## src/sv/rde_pkg.sv

```systemverilog
`timescale 1ns / 1ps
// ============================================================================
// rde_pkg
// Shared types, constants and helpers for the radix digit emitter.
// ============================================================================
package rde_pkg;

    // Width of the converted value and depth of the digit store
    localparam int VALUE_BITS  = 32;
    localparam int DIGIT_DEPTH = VALUE_BITS;
    localparam int IDX_BITS    = $clog2(DIGIT_DEPTH);
    localparam int COUNT_BITS  = IDX_BITS + 1;

    // Digit and character widths
    localparam int DIGIT_BITS = 6;
    localparam int CHAR_BITS  = 7;

    // Radix limits and reset value
    localparam logic [DIGIT_BITS-1:0] RADIX_MIN   = 6'd2;
    localparam logic [DIGIT_BITS-1:0] RADIX_MAX   = 6'd36;
    localparam logic [DIGIT_BITS-1:0] RADIX_RESET = 6'd10;

    // ASCII mapping constants
    localparam logic [CHAR_BITS-1:0] CHAR_ZERO     = 7'd48;
    localparam logic [CHAR_BITS-1:0] LETTER_OFFSET = 7'd55;
    localparam logic [DIGIT_BITS-1:0] DECIMAL_TOP  = 6'd10;

    // Register map (index of the radix register)
    localparam logic REG_RADIX = 1'b0;

    // Sequencer phases
    typedef enum logic [1:0] {
        PH_IDLE,
        PH_DIVIDE,
        PH_READ,
        PH_PUT
    } phase_t;

    // Divider status as seen by the sequencer
    typedef struct packed {
        logic                  done;
        logic [VALUE_BITS-1:0] quotient;
        logic [DIGIT_BITS-1:0] remainder;
    } div_result_t;

    // Saturate the programmed radix into the range two to thirty-six
    function automatic logic [DIGIT_BITS-1:0] clamp_radix(input logic [DIGIT_BITS-1:0] r);
        logic [DIGIT_BITS-1:0] res;
        if (r < RADIX_MIN)
            res = RADIX_MIN;
        else if (r > RADIX_MAX)
            res = RADIX_MAX;
        else
            res = r;
        return res;
    endfunction

    // Map a digit value to its ASCII character
    function automatic logic [CHAR_BITS-1:0] digit_to_ascii(input logic [DIGIT_BITS-1:0] d);
        logic [CHAR_BITS-1:0] res;
        if (d < DECIMAL_TOP)
            res = CHAR_ZERO + {1'b0, d};
        else
            res = {1'b0, d} + LETTER_OFFSET;
        return res;
    endfunction

endpackage

```

## src/sv/rde_divider.sv

```systemverilog
`timescale 1ns / 1ps
// ============================================================================
// rde_divider
// Restoring shift-subtract divider: one quotient bit per cycle, shifting
// through every bit of the value to divide it by the radix.
// ============================================================================
module rde_divider
(
    input  logic                                clk,
    input  logic                                rst_n,
    input  logic                                start,
    input  logic [rde_pkg::VALUE_BITS-1:0]      dividend,
    input  logic [rde_pkg::DIGIT_BITS-1:0]      divisor,
    output rde_pkg::div_result_t                result
);

    logic                                busy_reg;
    logic                                done_reg;
    logic [rde_pkg::IDX_BITS-1:0]        step_reg;
    logic [rde_pkg::VALUE_BITS-1:0]      quot_reg;
    logic [rde_pkg::DIGIT_BITS-1:0]      acc_reg;

    logic [rde_pkg::DIGIT_BITS:0]        trial;
    logic [rde_pkg::DIGIT_BITS:0]        diff;
    logic                                fits;
    logic [rde_pkg::DIGIT_BITS-1:0]      acc_next;
    logic [rde_pkg::VALUE_BITS-1:0]      quot_next;

    // Trial subtract of the divisor from the shifted partial remainder
    always_comb
    begin
        trial     = {acc_reg, quot_reg[rde_pkg::VALUE_BITS-1]};
        diff      = trial - {1'b0, divisor};
        fits      = (trial >= {1'b0, divisor});
        acc_next  = fits ? diff[rde_pkg::DIGIT_BITS-1:0] : trial[rde_pkg::DIGIT_BITS-1:0];
        quot_next = {quot_reg[rde_pkg::VALUE_BITS-2:0], fits};
    end

    // Control: step counter and completion pulse
    always_ff @(posedge clk or negedge rst_n)
    begin
        if (!rst_n)
        begin
            busy_reg <= 1'b0;
            done_reg <= 1'b0;
            step_reg <= '0;
        end
        else
        begin
            done_reg <= 1'b0;
            if (start)
            begin
                busy_reg <= 1'b1;
                step_reg <= '0;
            end
            else if (busy_reg)
            begin
                step_reg <= step_reg + 1'b1;
                if (step_reg == rde_pkg::IDX_BITS'(rde_pkg::VALUE_BITS - 1))
                begin
                    busy_reg <= 1'b0;
                    done_reg <= 1'b1;
                end
            end
        end
    end

    // Datapath: load the dividend, then shift one bit a cycle
    always_ff @(posedge clk)
    begin
        if (start)
        begin
            quot_reg <= dividend;
            acc_reg  <= '0;
        end
        else if (busy_reg)
        begin
            quot_reg <= quot_next;
            acc_reg  <= acc_next;
        end
    end

    assign result.done      = done_reg;
    assign result.quotient  = quot_reg;
    assign result.remainder = acc_reg;

endmodule

```

## src/sv/radix_digit_emitter.sv

```systemverilog
`timescale 1ns / 1ps
// ============================================================================
// radix_digit_emitter
// Converts an unsigned value to ASCII digits of a programmable radix,
// most significant first, with the final character marked by tlast.
// ============================================================================
// Each digit comes from the shared shift-subtract divider (one quotient bit a
// cycle); once the quotient reaches zero, each character is read from the digit
// store and then loaded into the output beat, waiting while a held beat is untaken.
// A new value is taken only after the last character has been loaded; s_tready
// is high only while the sequencer is idle.
// Reset: asynchronous, active low; clears sequencer and output beat, radix ten.
// ============================================================================
module radix_digit_emitter
(
    input  logic        clk,
    input  logic        rst_n,

    // Input stream: tdata = value[31:0]
    input  logic        s_tvalid,
    output logic        s_tready,
    input  logic [31:0] s_tdata,

    // Output stream: tdata = digit_char[6:0], zero[7]; tlast = last_digit
    output logic        m_tvalid,
    input  logic        m_tready,
    output logic [7:0]  m_tdata,
    output logic        m_tlast,

    // Configuration port
    input  logic        psel,
    input  logic        penable,
    input  logic        pwrite,
    input  logic [2:0]  paddr,
    input  logic [31:0] pwdata,
    output logic [31:0] prdata,
    output logic        pready
);

    rde_pkg::phase_t                         state_reg, state_next;
    logic [rde_pkg::DIGIT_BITS-1:0]          radix_reg;
    logic [rde_pkg::COUNT_BITS-1:0]          count_reg, count_next;
    logic [rde_pkg::IDX_BITS-1:0]            idx_reg, idx_next;
    logic [rde_pkg::DIGIT_BITS-1:0]          rd_data_reg;
    logic [rde_pkg::DIGIT_BITS-1:0]          digit_store [rde_pkg::DIGIT_DEPTH];
    logic                                    out_valid_reg, out_valid_next;
    logic [rde_pkg::CHAR_BITS-1:0]           out_char_reg, out_char_next;
    logic                                    out_last_reg, out_last_next;

    logic                                    in_beat;
    logic                                    cfg_write;
    logic                                    slot_free;
    logic                                    div_start;
    logic [rde_pkg::VALUE_BITS-1:0]          div_dividend;
    logic                                    store_we;
    logic                                    count_full;
    rde_pkg::div_result_t                    div_res;

    assign in_beat    = s_tvalid && s_tready;
    assign slot_free  = !out_valid_reg || m_tready;
    assign count_full = (count_reg == rde_pkg::COUNT_BITS'(rde_pkg::DIGIT_DEPTH));
    assign cfg_write  = psel && penable && pwrite && (paddr[2] == rde_pkg::REG_RADIX);

    // Configuration register and read-back
    always_ff @(posedge clk or negedge rst_n)
    begin
        if (!rst_n)
            radix_reg <= rde_pkg::RADIX_RESET;
        else if (cfg_write)
            radix_reg <= pwdata[rde_pkg::DIGIT_BITS-1:0];
    end

    assign pready = 1'b1;
    assign prdata = (paddr[2] == rde_pkg::REG_RADIX) ?
                    {{(32-rde_pkg::DIGIT_BITS){1'b0}}, radix_reg} : 32'd0;

    // Shared divider
    rde_divider u_divider
    (
        .clk      (clk),
        .rst_n    (rst_n),
        .start    (div_start),
        .dividend (div_dividend),
        .divisor  (rde_pkg::clamp_radix(radix_reg)),
        .result   (div_res)
    );

    // Next state
    always_comb
    begin
        state_next = state_reg;
        unique case (state_reg)
            rde_pkg::PH_IDLE:
                if (in_beat)
                    state_next = rde_pkg::PH_DIVIDE;
            rde_pkg::PH_DIVIDE:
                if (div_res.done && (div_res.quotient == '0))
                    state_next = rde_pkg::PH_READ;
            rde_pkg::PH_READ:
                state_next = rde_pkg::PH_PUT;
            rde_pkg::PH_PUT:
                if (slot_free)
                    state_next = (idx_reg == '0) ? rde_pkg::PH_IDLE : rde_pkg::PH_READ;
            default:
                state_next = rde_pkg::PH_IDLE;
        endcase
    end

    // Sequencer outputs and datapath next values
    always_comb
    begin
        s_tready       = 1'b0;
        div_start      = 1'b0;
        div_dividend   = div_res.quotient;
        store_we       = 1'b0;
        count_next     = count_reg;
        idx_next       = idx_reg;
        out_valid_next = out_valid_reg && !m_tready;
        out_char_next  = out_char_reg;
        out_last_next  = out_last_reg;
        unique case (state_reg)
            rde_pkg::PH_IDLE:
            begin
                s_tready = 1'b1;
                if (s_tvalid)
                begin
                    div_start    = 1'b1;
                    div_dividend = s_tdata;
                    count_next   = '0;
                end
            end
            rde_pkg::PH_DIVIDE:
                if (div_res.done)
                begin
                    // Keep the digit, divide the quotient again unless it is zero
                    if (!count_full)
                    begin
                        store_we   = 1'b1;
                        count_next = count_reg + 1'b1;
                        idx_next   = count_reg[rde_pkg::IDX_BITS-1:0];
                    end
                    else
                        idx_next = rde_pkg::IDX_BITS'(rde_pkg::DIGIT_DEPTH - 1);
                    if (div_res.quotient != '0)
                        div_start = 1'b1;
                end
            rde_pkg::PH_READ:
            begin
            end
            rde_pkg::PH_PUT:
                if (slot_free)
                begin
                    // Load the next character beat, most significant first
                    out_valid_next = 1'b1;
                    out_char_next  = rde_pkg::digit_to_ascii(rd_data_reg);
                    out_last_next  = (idx_reg == '0);
                    if (idx_reg != '0)
                        idx_next = idx_reg - 1'b1;
                end
            default:
            begin
            end
        endcase
    end

    // Control registers
    always_ff @(posedge clk or negedge rst_n)
    begin
        if (!rst_n)
        begin
            state_reg     <= rde_pkg::PH_IDLE;
            count_reg     <= '0;
            idx_reg       <= '0;
            out_valid_reg <= 1'b0;
        end
        else
        begin
            state_reg     <= state_next;
            count_reg     <= count_next;
            idx_reg       <= idx_next;
            out_valid_reg <= out_valid_next;
        end
    end

    // Output payload
    always_ff @(posedge clk)
    begin
        out_char_reg <= out_char_next;
        out_last_reg <= out_last_next;
    end

    // Digit store: write on divider completion, registered read
    always_ff @(posedge clk)
    begin
        if (store_we)
            digit_store[count_reg[rde_pkg::IDX_BITS-1:0]] <= div_res.remainder;
        if (state_reg == rde_pkg::PH_READ)
            rd_data_reg <= digit_store[idx_reg];
    end

    assign m_tvalid = out_valid_reg;
    assign m_tdata  = {1'b0, out_char_reg};
    assign m_tlast  = out_last_reg;

endmodule
```

## config.mk

```make
export PLATFORM = sky130hd
export DESIGN_NAME = radix_digit_emitter
export DESIGN_NICKNAME = d
export VERILOG_FILES = /design/src/sv/rde_pkg.sv /design/src/sv/rde_divider.sv /design/src/sv/radix_digit_emitter.sv
export SDC_FILE = /design/constraint.sdc
export NUM_CORES = 1
export LEC_CHECK = 0
export BUFFER_PORTS_ARGS = -buffer_cell sky130_fd_sc_hd__buf_2
export CAP_MARGIN = 0
export CELL_PAD_IN_SITES_DETAIL_PLACEMENT = 0
export CELL_PAD_IN_SITES_GLOBAL_PLACEMENT = 1
export CORE_MARGIN = 2
export CORE_UTILIZATION = 25
export DETAILED_ROUTE_END_ITERATION = 8
export MAX_ROUTING_LAYER = met4
export PLACE_DENSITY_LB_ADDON = 0.3
export SLEW_MARGIN = 40
export SYNTH_ARGS = -nofsm -noshare
export SYNTH_HDL_FRONTEND = slang
export SYNTH_SLANG_ARGS = --single-unit
```

## constraint.sdc

```tcl
create_clock -name clk -period 3 [get_ports clk]
set_input_delay 0.6 -clock clk [delete_from_list [all_inputs] [get_ports clk]]
set_output_delay 0.6 -clock clk [all_outputs]
set_load 0.01 [all_outputs]
```

After elaboration in Yosys (flattened, before gate mapping) --
Memory sizes are Yosys's and may differ from the RTL's. A register that Yosys moved wholly into a read port is not among the register bits. Index checks and enable logic that the tools add are counted.
Word-level totals: word-level logic and storage cells 103, input port bits 74, output and inout bits 44, bits in registers 73, memories 1, latch bits 0, ROM bits 0, memory bits (writable) 192
Memories:
- digit_store | depth 32, width 6, read ports 1, clocked after memory_dff 1, write ports 1, line radix_digit_emitter.sv:45 | logic [rde_pkg::DIGIT_BITS-1:0] digit_store [rde_pkg::DIGIT_DEPTH];
Cells by class: multipliers 0, divide/modulo/power cells 0, bitwise logic cells 1, multiplexer cells 43, equal/unequal tests 14, reduce and logical (&&, ||, !) cells 22, shifts and indexed selects 0, add/subtract/negate cells 6, order comparisons 4
Operator list (number):
- 2-to-1 mux 32 bit | 4
- 2-to-1 mux 6 bit | 7
- logical NOT 32 bit | 1
- nonzero test 32 bit | 1
- 2-to-1 mux 5 bit | 6
- 2-to-1 mux 1 bit | 17
- inequality test 2 bit (second input constant) | 7
- one-hot mux 6 bit (2 select lines) | 1
- one-hot mux 5 bit (2 select lines) | 1
- 2-to-1 mux 2 bit | 4
- one-hot mux 2 bit (4 select lines) | 1
- AND reduction 4 bit | 2
- adder 6 x 6 -> 7 bit (first input constant) | 1
- adder 6 x 6 -> 7 bit (second input constant) | 1
- >= comparator 7 x 6 -> 1 bit | 1
- 2-to-1 mux 7 bit | 1
- adder 6 x 1 -> 6 bit (second input constant) | 1
- equality test 6 bit (second input constant) | 1
- greater-than comparator 6 bit (second input constant) | 1
- logical AND 1 bit | 6
- < comparator 6 x 2 -> 1 bit (second input constant) | 1
- < comparator 6 x 4 -> 1 bit (second input constant) | 1
- AND reduction 3 bit | 2
- nonzero test 2 bit | 3
- other kinds (15) | 18

Logic depth before layout (Yosys ltp) --
Gate-level depths: netlist of run 1.
depth in word-level cells 6, depth in mapped cells 11, depth with buffers taken out 11

Cells and area by module --
A second synthesis of run 1 with hierarchy kept.
Second synthesis, totals: cells, all modules 804, area, all modules 12172.9 um2
By module, submodules not included:
- radix_digit_emitter | cells each 635, area each 9928.3 um2, times used 1, seq. area each 6688.9 um2
- rde_divider | cells each 169, area each 2244.7 um2, times used 1, seq. area each 1256.2 um2

Least setup slack after synthesis of run 1 --
Ideal clock, no wire load.
path type register to register, start register radix_reg[4] in the netlist's numbering, end register u_divider.acc_reg[0] in the netlist's numbering, setup slack 0.519 ns, setup time 0.086 ns, clock period less this slack 2.481 ns, path buffers 0, data arrival time 2.395 ns, stages on the path, launching flop included 11, required time 2.914 ns, cells stage by stage dfrtp_1 -> or2_2 -> nor2_1 -> nand2_1 -> o211a_1 -> ha_1 -> nor2b_1 -> o21ai_1 -> a41oi_1 -> mux2_2 -> a211oi_1
Between the ends: word-level cells in the longest chain between the ends 5, elaborated cells on any way between the ends 7, those cells by class add/sub (1); order compare (3); mux (3)
RTL lines:
- start: declaration | line radix_digit_emitter.sv:41 | logic [rde_pkg::DIGIT_BITS-1:0] radix_reg;
- start signal: assignment | line radix_digit_emitter.sv:68 | radix_reg <= rde_pkg::RADIX_RESET;
- start signal: assignment | line radix_digit_emitter.sv:70 | radix_reg <= pwdata[rde_pkg::DIGIT_BITS-1:0];
- greater-than comparator 6 bit | line rde_pkg.sv:51 | else if (r > RADIX_MAX)
- 2-to-1 mux 6 bit | line rde_pkg.sv:51
- 2-to-1 mux 6 bit * | line rde_pkg.sv:49 | if (r < RADIX_MIN)
- subtractor 6 bit / >= comparator 7 x 6 -> 1 bit (equally long branches) | line rde_divider.sv:33, rde_divider.sv:34
- 2-to-1 mux 6 bit * | line rde_divider.sv:35 | acc_next = fits ? diff[rde_pkg::DIGIT_BITS-1:0] : trial[rde_pkg::DIGIT_BITS-1:0];
- end signal: assignment | line rde_divider.sv:79 | acc_reg <= acc_next;
- end: declaration | line rde_divider.sv:21 | logic [rde_pkg::DIGIT_BITS-1:0] acc_reg;
Mark *: on every way between the ends. The rest lies on a longest branch, timed or not. A chain may end at the register's enable or synchronous reset.

Worst setup path after layout of run 1 --
Same ends and word-level chain as after synthesis.

==> results of run 1 <==
-- cell families after synthesis --
group | Yosys count
simple gates | 175
buf+inv | 80
other cells | 2
fa+ha+maj | 17
mux | 104
xor+xnor | 13
compound gates | 105
flops | 271
-- cells in the mapped netlist (10+ instances only) --
| cell type | number | area share |
|---|---|---|
| nor2_1 | 66 | 0.021 |
| nand2_1 | 30 | 0.0094 |
| mux2i_1 | 28 | 0.023 |
| buf_4 | 33 | 0.021 |
| nand3_1 | 15 | 0.0062 |
| buf_6 | 11 | 0.010 |
| nor2b_1 | 19 | 0.0099 |
| inv_1 | 19 | 0.0059 |
| mux2_2 | 35 | 0.033 |
| mux4_1 | 15 | 0.033 |
| a21oi_1 | 26 | 0.011 |
| xnor2_1 | 11 | 0.0080 |
| a211oi_1 | 10 | 0.0062 |
| edfxtp_1 | 238 | 0.59 |
| dfrtp_1 | 25 | 0.052 |
| o21ai_0 | 19 | 0.0079 |
| mux4_2 | 21 | 0.039 |
| ha_1 | 16 | 0.017 |
-- layout by cell type (no fill, tap or decap), types with 21 or more instances in the layout --
cell | Yosys | final
nand2_1 | 30 | 30
nor2_1 | 66 | 66
buf_4 | 33 | 62
edfxtp_1 | 238 | 238
clkbuf_16 | 0 | 30
conb_1 | 2 | 28
buf_2 | 6 | 61
mux2_2 | 35 | 35
a21oi_1 | 26 | 26
mux4_2 | 21 | 21
mux2i_1 | 28 | 28
dfrtp_1 | 25 | 23
-- worst max-delay path, cell delays in order (launching register included) --
cell and delay, ns:
dfrtp_1 0.42, or2_2 0.31, nor2_1 0.17, nand2_1 0.08, o211a_1 0.14, ha_1 0.28, nor2b_1 0.13, o21ai_1 0.11
a41oi_1 0.38, mux2_2 0.38, a211oi_1 0.21
-- power breakdown --
group | switching [mW] | internal, mW | total [mW]
Sequential | 0.321 | 5.07 | 5.39
Combinational | 2.10 | 1.54 | 3.64
Clock | 1.51 | 1.99 | 3.50
-- how the worst min path moves through the flow --
stage                     slack (ns)                              start                           endpoint  cells after the start
after floorplan                 0.30                              rst_n           count_reg[0]$_DFFE_PN0P_                      0
after global routing            0.11                              rst_n                 m_tvalid$_DFF_PN0_                      1
after global placement          0.51  u_divider.step_reg[4]$_DFFE_PN0P_  u_divider.step_reg[4]$_DFFE_PN0P_                      2
final                           0.08                              rst_n                 m_tvalid$_DFF_PN0_                      1
after CTS                       0.08                              rst_n                 m_tvalid$_DFF_PN0_                      1
after detailed placement        0.53  u_divider.step_reg[4]$_DFFE_PN0P_  u_divider.step_reg[4]$_DFFE_PN0P_                      2
-- routing by layer --
layer	wire [um]	GRT usage	up-vias
li1	-	-	3178
met1	12200	0.143	3321
met2	12500	0.177	129
met3	1200	0.0215	45
met4	645	0.0303	0
met5	0	-	-
-- through the flow --
stage | cells | util | total power [mW] | setup WS (ns) | hold slack, ns
floorplan | 793 | - | 7.99 | 0.519 | 0.304
detailed placement | 1477 | 0.280 | 9.19 | 0.315 | 0.528
global route | 1534 | 0.299 | 13.3 | 0.0267 | 0.108
global placement | 1475 | 0.279 | 9.14 | 0.234 | 0.511
CTS | 1532 | 0.299 | 12.7 | 0.289 | 0.0754
finish | 1534 | 0.299 | 12.5 | 0.304 | 0.0784
-- layout make-up --
cell class              count  area share
diodes                      2    0.000351
repair buffers            130      0.0632
flip-flops and latches    271       0.557
inverters                  19     0.00500
clock buffers              33      0.0534
multi-input cells         442       0.255
well taps                 615      0.0539
clock inverters            22      0.0118
==> flow_summary_export.csv, run 1 <==
group,metric,value,unit
status,outcome,"finished clean",
global_routing,grt_pass1_wl,40.9,mm
worst_setup_path,timing.reg2reg.worst_path_depth,10,
yosys,synth_enable_flop_cells,238,
die,effective_utilization_at_floorplan,0.253,
power,ir_worst_vdd,349,uV
sta,fin_crit,2.70,ns
die,die-height,223,um
yosys,post_synth.cell_area_avg,15.7,um2
yosys,synthArstFlopShare,0.0996,
clock_network,clock_insertion_delay_at_the_later_pin_of_the_skew_report,0.57,ns
yosys,yosysSeqAreaShare,0.660,
finish,layout-drive-gt1-share,0.272,
sta,worst_slew_margin_rel,0.529,
worst_setup_path,worst_flop_to_flop_path_endpoint,"u_divider.acc_reg[0]$_SDFFE_PP0P_",
hold_path,hold_path.class,"in2async",
place,place_area,0.0133,mm2
sta,hold_viol,0,
global_routing,grt_start_max_net_pins,39,
power,static_leakage_power,5.03,nW
sta,tightest_slew,0.688,ns
yosys,synthesis.area,0.0120,mm2
worst_setup_path,startpoint,"radix_reg[4]$_DFFE_PN0P_",
clock_network,clk_pin_slew,0.06,ns
worst_setup_path,crit_path_arrival_time,3.18,ns
sta,setup_viol,0,
die,floorplan.core_area,0.0476,mm2
yosys,ys_warn_count,0,
detailed_routing,dr.first_iter.drc_count,372,
die,floorplan.die_area,0.0499,mm2
yosys,number_of_distinct_library_cells_after_synthesis,67,
worst_setup_path,r2r-start,"radix_reg[4]$_DFFE_PN0P_",
yosys,ys.flop_type,"edfxtp_1",
finish,flip_flop_count_of_the_largest_register_after_layout,192,
yosys,area_share_of_xor_xnor_cells_in_the_synthesized_design,0.00946,
worst_setup_path,setup.worst_path.start_class,"flip-flop",
power,powerDensity,878,mW/mm2
place,detailed_place_hpwl,16.9,mm
detailed_routing,drt_wl_total,26.5,mm
yosys,synth.mux.area_fraction,0.134,
global_routing,number_of_global_route_vias_before_repair,6835,
sta,max_freq,0.371,GHz
clock_network,clk_root_buffer_cell,"clkbuf_16",
clock_network,tritoncts,"done",
sta,final.period_utilization,0.899,
die,pin_count,118,
worst_setup_path,critical_path.endpoint_type,"flip-flop",
global_routing,globalRoute.totalOverflow,0,
detailed_routing,viasPerCell,4.35,
sta,finClkSkew,0.0146,ns
worst_setup_path,end_of_the_critical_path,"u_divider.acc_reg[0]$_SDFFE_PP0P_",
yosys,synth_fa_ha_area_frac,0.0183,
clock_network,cts_made_buffers,30,
yosys,syn_inst,767,
detailed_routing,average_wire_per_standard_cell,17.3,um
finish,synthesis_to_finish_area_growth,18.5,%
die,dieWidth,223,um
clock_network,postCtsSetupBuffers,0,
finish,finalNetCount,985,
clock_network,cts.sink_count,271,
place,numPortBuffers,61,
worst_setup_path,worstPathRequired,3.48,ns
clock_network,postCtsResizedCells,0,
place,gp_routability_congestion,0.714,
clock_network,clk_path_buf_depth,3,
sta,final.setup.tns,0,ns
finish,multi_input_comb_area,0.00364,mm2
detailed_routing,remaining_drc_errors,0,
sta,rsz0062_at_grt,"no",
global_routing,grt_antenna_before_repair,2,
flow_run,max_cap_viol_count,0,
yosys,synth.ff_latch_count,271,
global_routing,grt.total_usage,0.110,
sta,timing.final.max_slew_violations,0,
finish,final_design_area_no_fill,0.0143,mm2
worst_setup_path,r2r_setup_slack,0.30,ns
yosys,synth_simple_gate_area_share,0.0722,
worst_setup_path,timing_worst_setup_path_type,"reg2reg",
worst_setup_path,maximum_fanout_count_along_the_critical_path,4,
finish,number_of_fillers_in_the_final_layout,4768,
yosys,synth-compound-area-share,0.0595,
finish,sequential_cell_area,0.00795,mm2
clock_network,cts-hold-fix-buffers,0,
yosys,synth_top_family_by_area,"multiplexers",
detailed_routing,drt.antenna.violating_nets,0,
detailed_routing,detail_route.first_pass.iterations,4,
detailed_routing,vias_after_detailed_routing,6673,
clock_network,htreeDepth,1,
die,placementRows,80,
No activity file was read; power rests on OpenSTA's default activity.
==> run 2, diff against run 1 <==
- CORE_UTILIZATION: 25 -> 50
- MAX_ROUTING_LAYER: met4 -> default
- clock period: 3 -> 2.6 ns (I/O delays scaled with it)
==> run 2 against run 1 <==
Clock skew is 0.013 ns higher. Register-to-register slack worse by 0.19 ns. Power is 20% higher. Clock power is 25% higher. Core utilization is 30 points higher.
==> flow_summary_export.csv, run 2 (synthesis results as in run 1) <==
group,metric,value,unit
worst_setup_path,timing.reg2reg.worst_path_depth,10,
die,die-height,159,um
clock_network,cts-hold-fix-buffers,0,
detailed_routing,average_wire_per_standard_cell,19.9,um
power,fin_total_pwr,15.0,mW
sta,final.setup.worst_slack,0.111,ns
power,switching_fraction_of_total_power,0.304,
global_routing,grt_pass1_wl,38.2,mm
die,dieWidth,159,um
sta,setup_viol,0,
global_routing,number_of_global_route_vias_before_repair,6996,
die,pin_count,118,
place,place.detailed.instances,1177,
place,gp_routability_congestion,0.846,
sta,final.setup.tns,0,ns
finish,antenna_diodes,0,
place,numPortBuffers,61,
power,ir_worst_vdd,770,uV
place,place_area,0.0129,mm2
finish,flip_flop_count_of_the_largest_register_after_layout,192,
sta,timing.final.max_slew_violations,0,
die,floorplan.die_area,0.0253,mm2
power,power_frac_seq,0.415,
worst_setup_path,maximum_fanout_count_along_the_critical_path,4,
detailed_routing,drt_wl_total,24.5,mm
finish,synthesis_to_finish_area_growth,16.6,%
finish,most_common_library_cell_in_the_layout_ignoring_fill_and_taps,"edfxtp_1",
worst_setup_path,worst_flop_to_flop_path_endpoint,"u_divider.acc_reg[5]$_SDFFE_PP0P_",
clock_network,clk_root_buffer_cell,"clkbuf_16",
detailed_routing,viasPerCell,5.57,
global_routing,grt_antenna_before_repair,0,
die,floorplan.core_area,0.0235,mm2
detailed_routing,dr.first_iter.drc_count,409,
hold_path,hold_path.class,"in2async",
clock_network,htreeDepth,1,
die,placementRows,56,
worst_setup_path,setup.worst_path.start_class,"flip-flop",
sta,hold_viol,0,
worst_setup_path,worstPathRequired,3.04,ns
finish,post_layout_nonfiller_instances,1232,
clock_network,cts_made_buffers,29,
clock_network,clock_insertion_delay_at_the_later_pin_of_the_skew_report,0.55,ns
power,cellInternalPower,10.4,mW
finish,postLayoutCoreUtil,0.596,
finish,layout-drive-gt1-share,0.286,
detailed_routing,vias_after_detailed_routing,6858,
worst_setup_path,timing_worst_setup_path_type,"reg2reg",
place,post_placement_worst_setup_slack,-0.0734,ns
clock_network,cts.sink_count,271,
finish,finalNetCount,981,
clock_network,clk_path_buf_depth,3,
worst_setup_path,r2r-start,"radix_reg[3]$_DFFE_PN1P_",
worst_setup_path,r2r_setup_slack,0.11,ns
clock_network,clk_pin_slew,0.06,ns
sta,finClkSkew,0.0280,ns
power,power.combinational.fraction,0.293,
power,power.switching,4.56,mW
global_routing,globalRoute.totalOverflow,0,
sta,whs,0.0108,ns
die,effective_utilization_at_floorplan,0.511,
clock_network,tritoncts,"done",
worst_setup_path,startpoint,"radix_reg[3]$_DFFE_PN1P_",
sta,worst_slew_margin_rel,0.561,
detailed_routing,drt.antenna.violating_nets,0,
detailed_routing,detail_route.first_pass.iterations,5,
sta,max_freq,0.402,GHz
sta,final.period_utilization,0.957,
sta,tightest_slew,0.658,ns
power,static_leakage_power,5.07,nW
finish,final_design_area_no_fill,0.0140,mm2
worst_setup_path,critical_path.endpoint_type,"flip-flop",
worst_setup_path,end_of_the_critical_path,"u_divider.acc_reg[5]$_SDFFE_PP0P_",
worst_setup_path,crit_path_arrival_time,2.93,ns
status,outcome,"finished clean",
flow_run,max_cap_viol_count,0,
detailed_routing,remaining_drc_errors,0,
power,portion_of_total_power_attributed_to_the_clock_network,0.292,
global_routing,grt_start_max_net_pins,50,
sta,fin_crit,2.49,ns
place,detailed_place_hpwl,16.1,mm
global_routing,grt.total_usage,0.192,
finish,top_library_cells_by_usage_in_the_layout_fill_and_taps_aside,"edfxtp_1, nor2_1, buf_2, buf_4, mux2_2",
power,powerDensity,1070,mW/mm2
==> run 2: changes by cell type in the layout (fill, tap and decap cells not counted), sizes merged <==
cell	delta
buf	-3
bufinv	+4
clkinvlp	+1
diode	-2
clkinv	-11
clkbuf	+2
inv	+3
==> run 2: worst min-delay path by stage <==
stage	to	cells past startpoint
floorplan	count_reg[0]$_DFFE_PN0P_	0
global placement	u_divider.step_reg[4]$_DFFE_PN0P_	2
detailed placement	u_divider.step_reg[3]$_DFFE_PN0P_	2
CTS	state_reg[0]$_DFFE_PN0P_	1
global route	state_reg[0]$_DFFE_PN0P_	1
finish	state_reg[0]$_DFFE_PN0P_	1
==> run 2: area by class of cell <==
| class | instances | area (um2) |
|---|---|---|
| clock inverter | 19 | 264 |
| multi-input combinational | 442 | 3700 |
| timing repair buffer | 127 | 883 |
| tap | 319 | 399 |
| clock buffer | 35 | 768 |
| fill | 1835 | 9510 |
| sequential | 271 | 7950 |
| inverter | 19 | 71.3 |
==> run 2: metal layers <==
layer  vias to the layer above  wire, um  GRT usage
li1                       3167         -          -
met4                         0       457     0.0467
met2                       199     12200      0.328
met3                        32      1060     0.0255
met5                         -         0          0
met1                      3460     10800      0.263
==> run 2: critical path: stages (launching register included) <==
cell	delay [ns]
dfstp_2	0.38
or2_4	0.26
nor2_4	0.12
a21o_1	0.17
inv_1	0.09
ha_4	0.27
nor2b_4	0.15
o31ai_2	0.09
or3b_1	0.36
a31o_2	0.25
a311oi_2	0.26
==> run 2: power by group through the flow <==
stage / clock network [mW] / logic (mW) / registers [mW]
3_3_place_gp: 0 / 4.06 / 6.26
3_5_place_dp: 0 / 4.26 / 6.31
6_report: 4.38 / 4.40 / 6.23
4_1_cts: 4.46 / 4.30 / 6.23
2_1_floorplan: 0 / 2.85 / 6.37
5_1_grt: 4.62 / 4.77 / 6.29
==> run 2: what timing repair did <==
action	4_1_cts	5_1_grt
endpoints found under the setup margin	2	4
resized for setup	3	10
buffers inserted	0	1
pin swaps	0	4
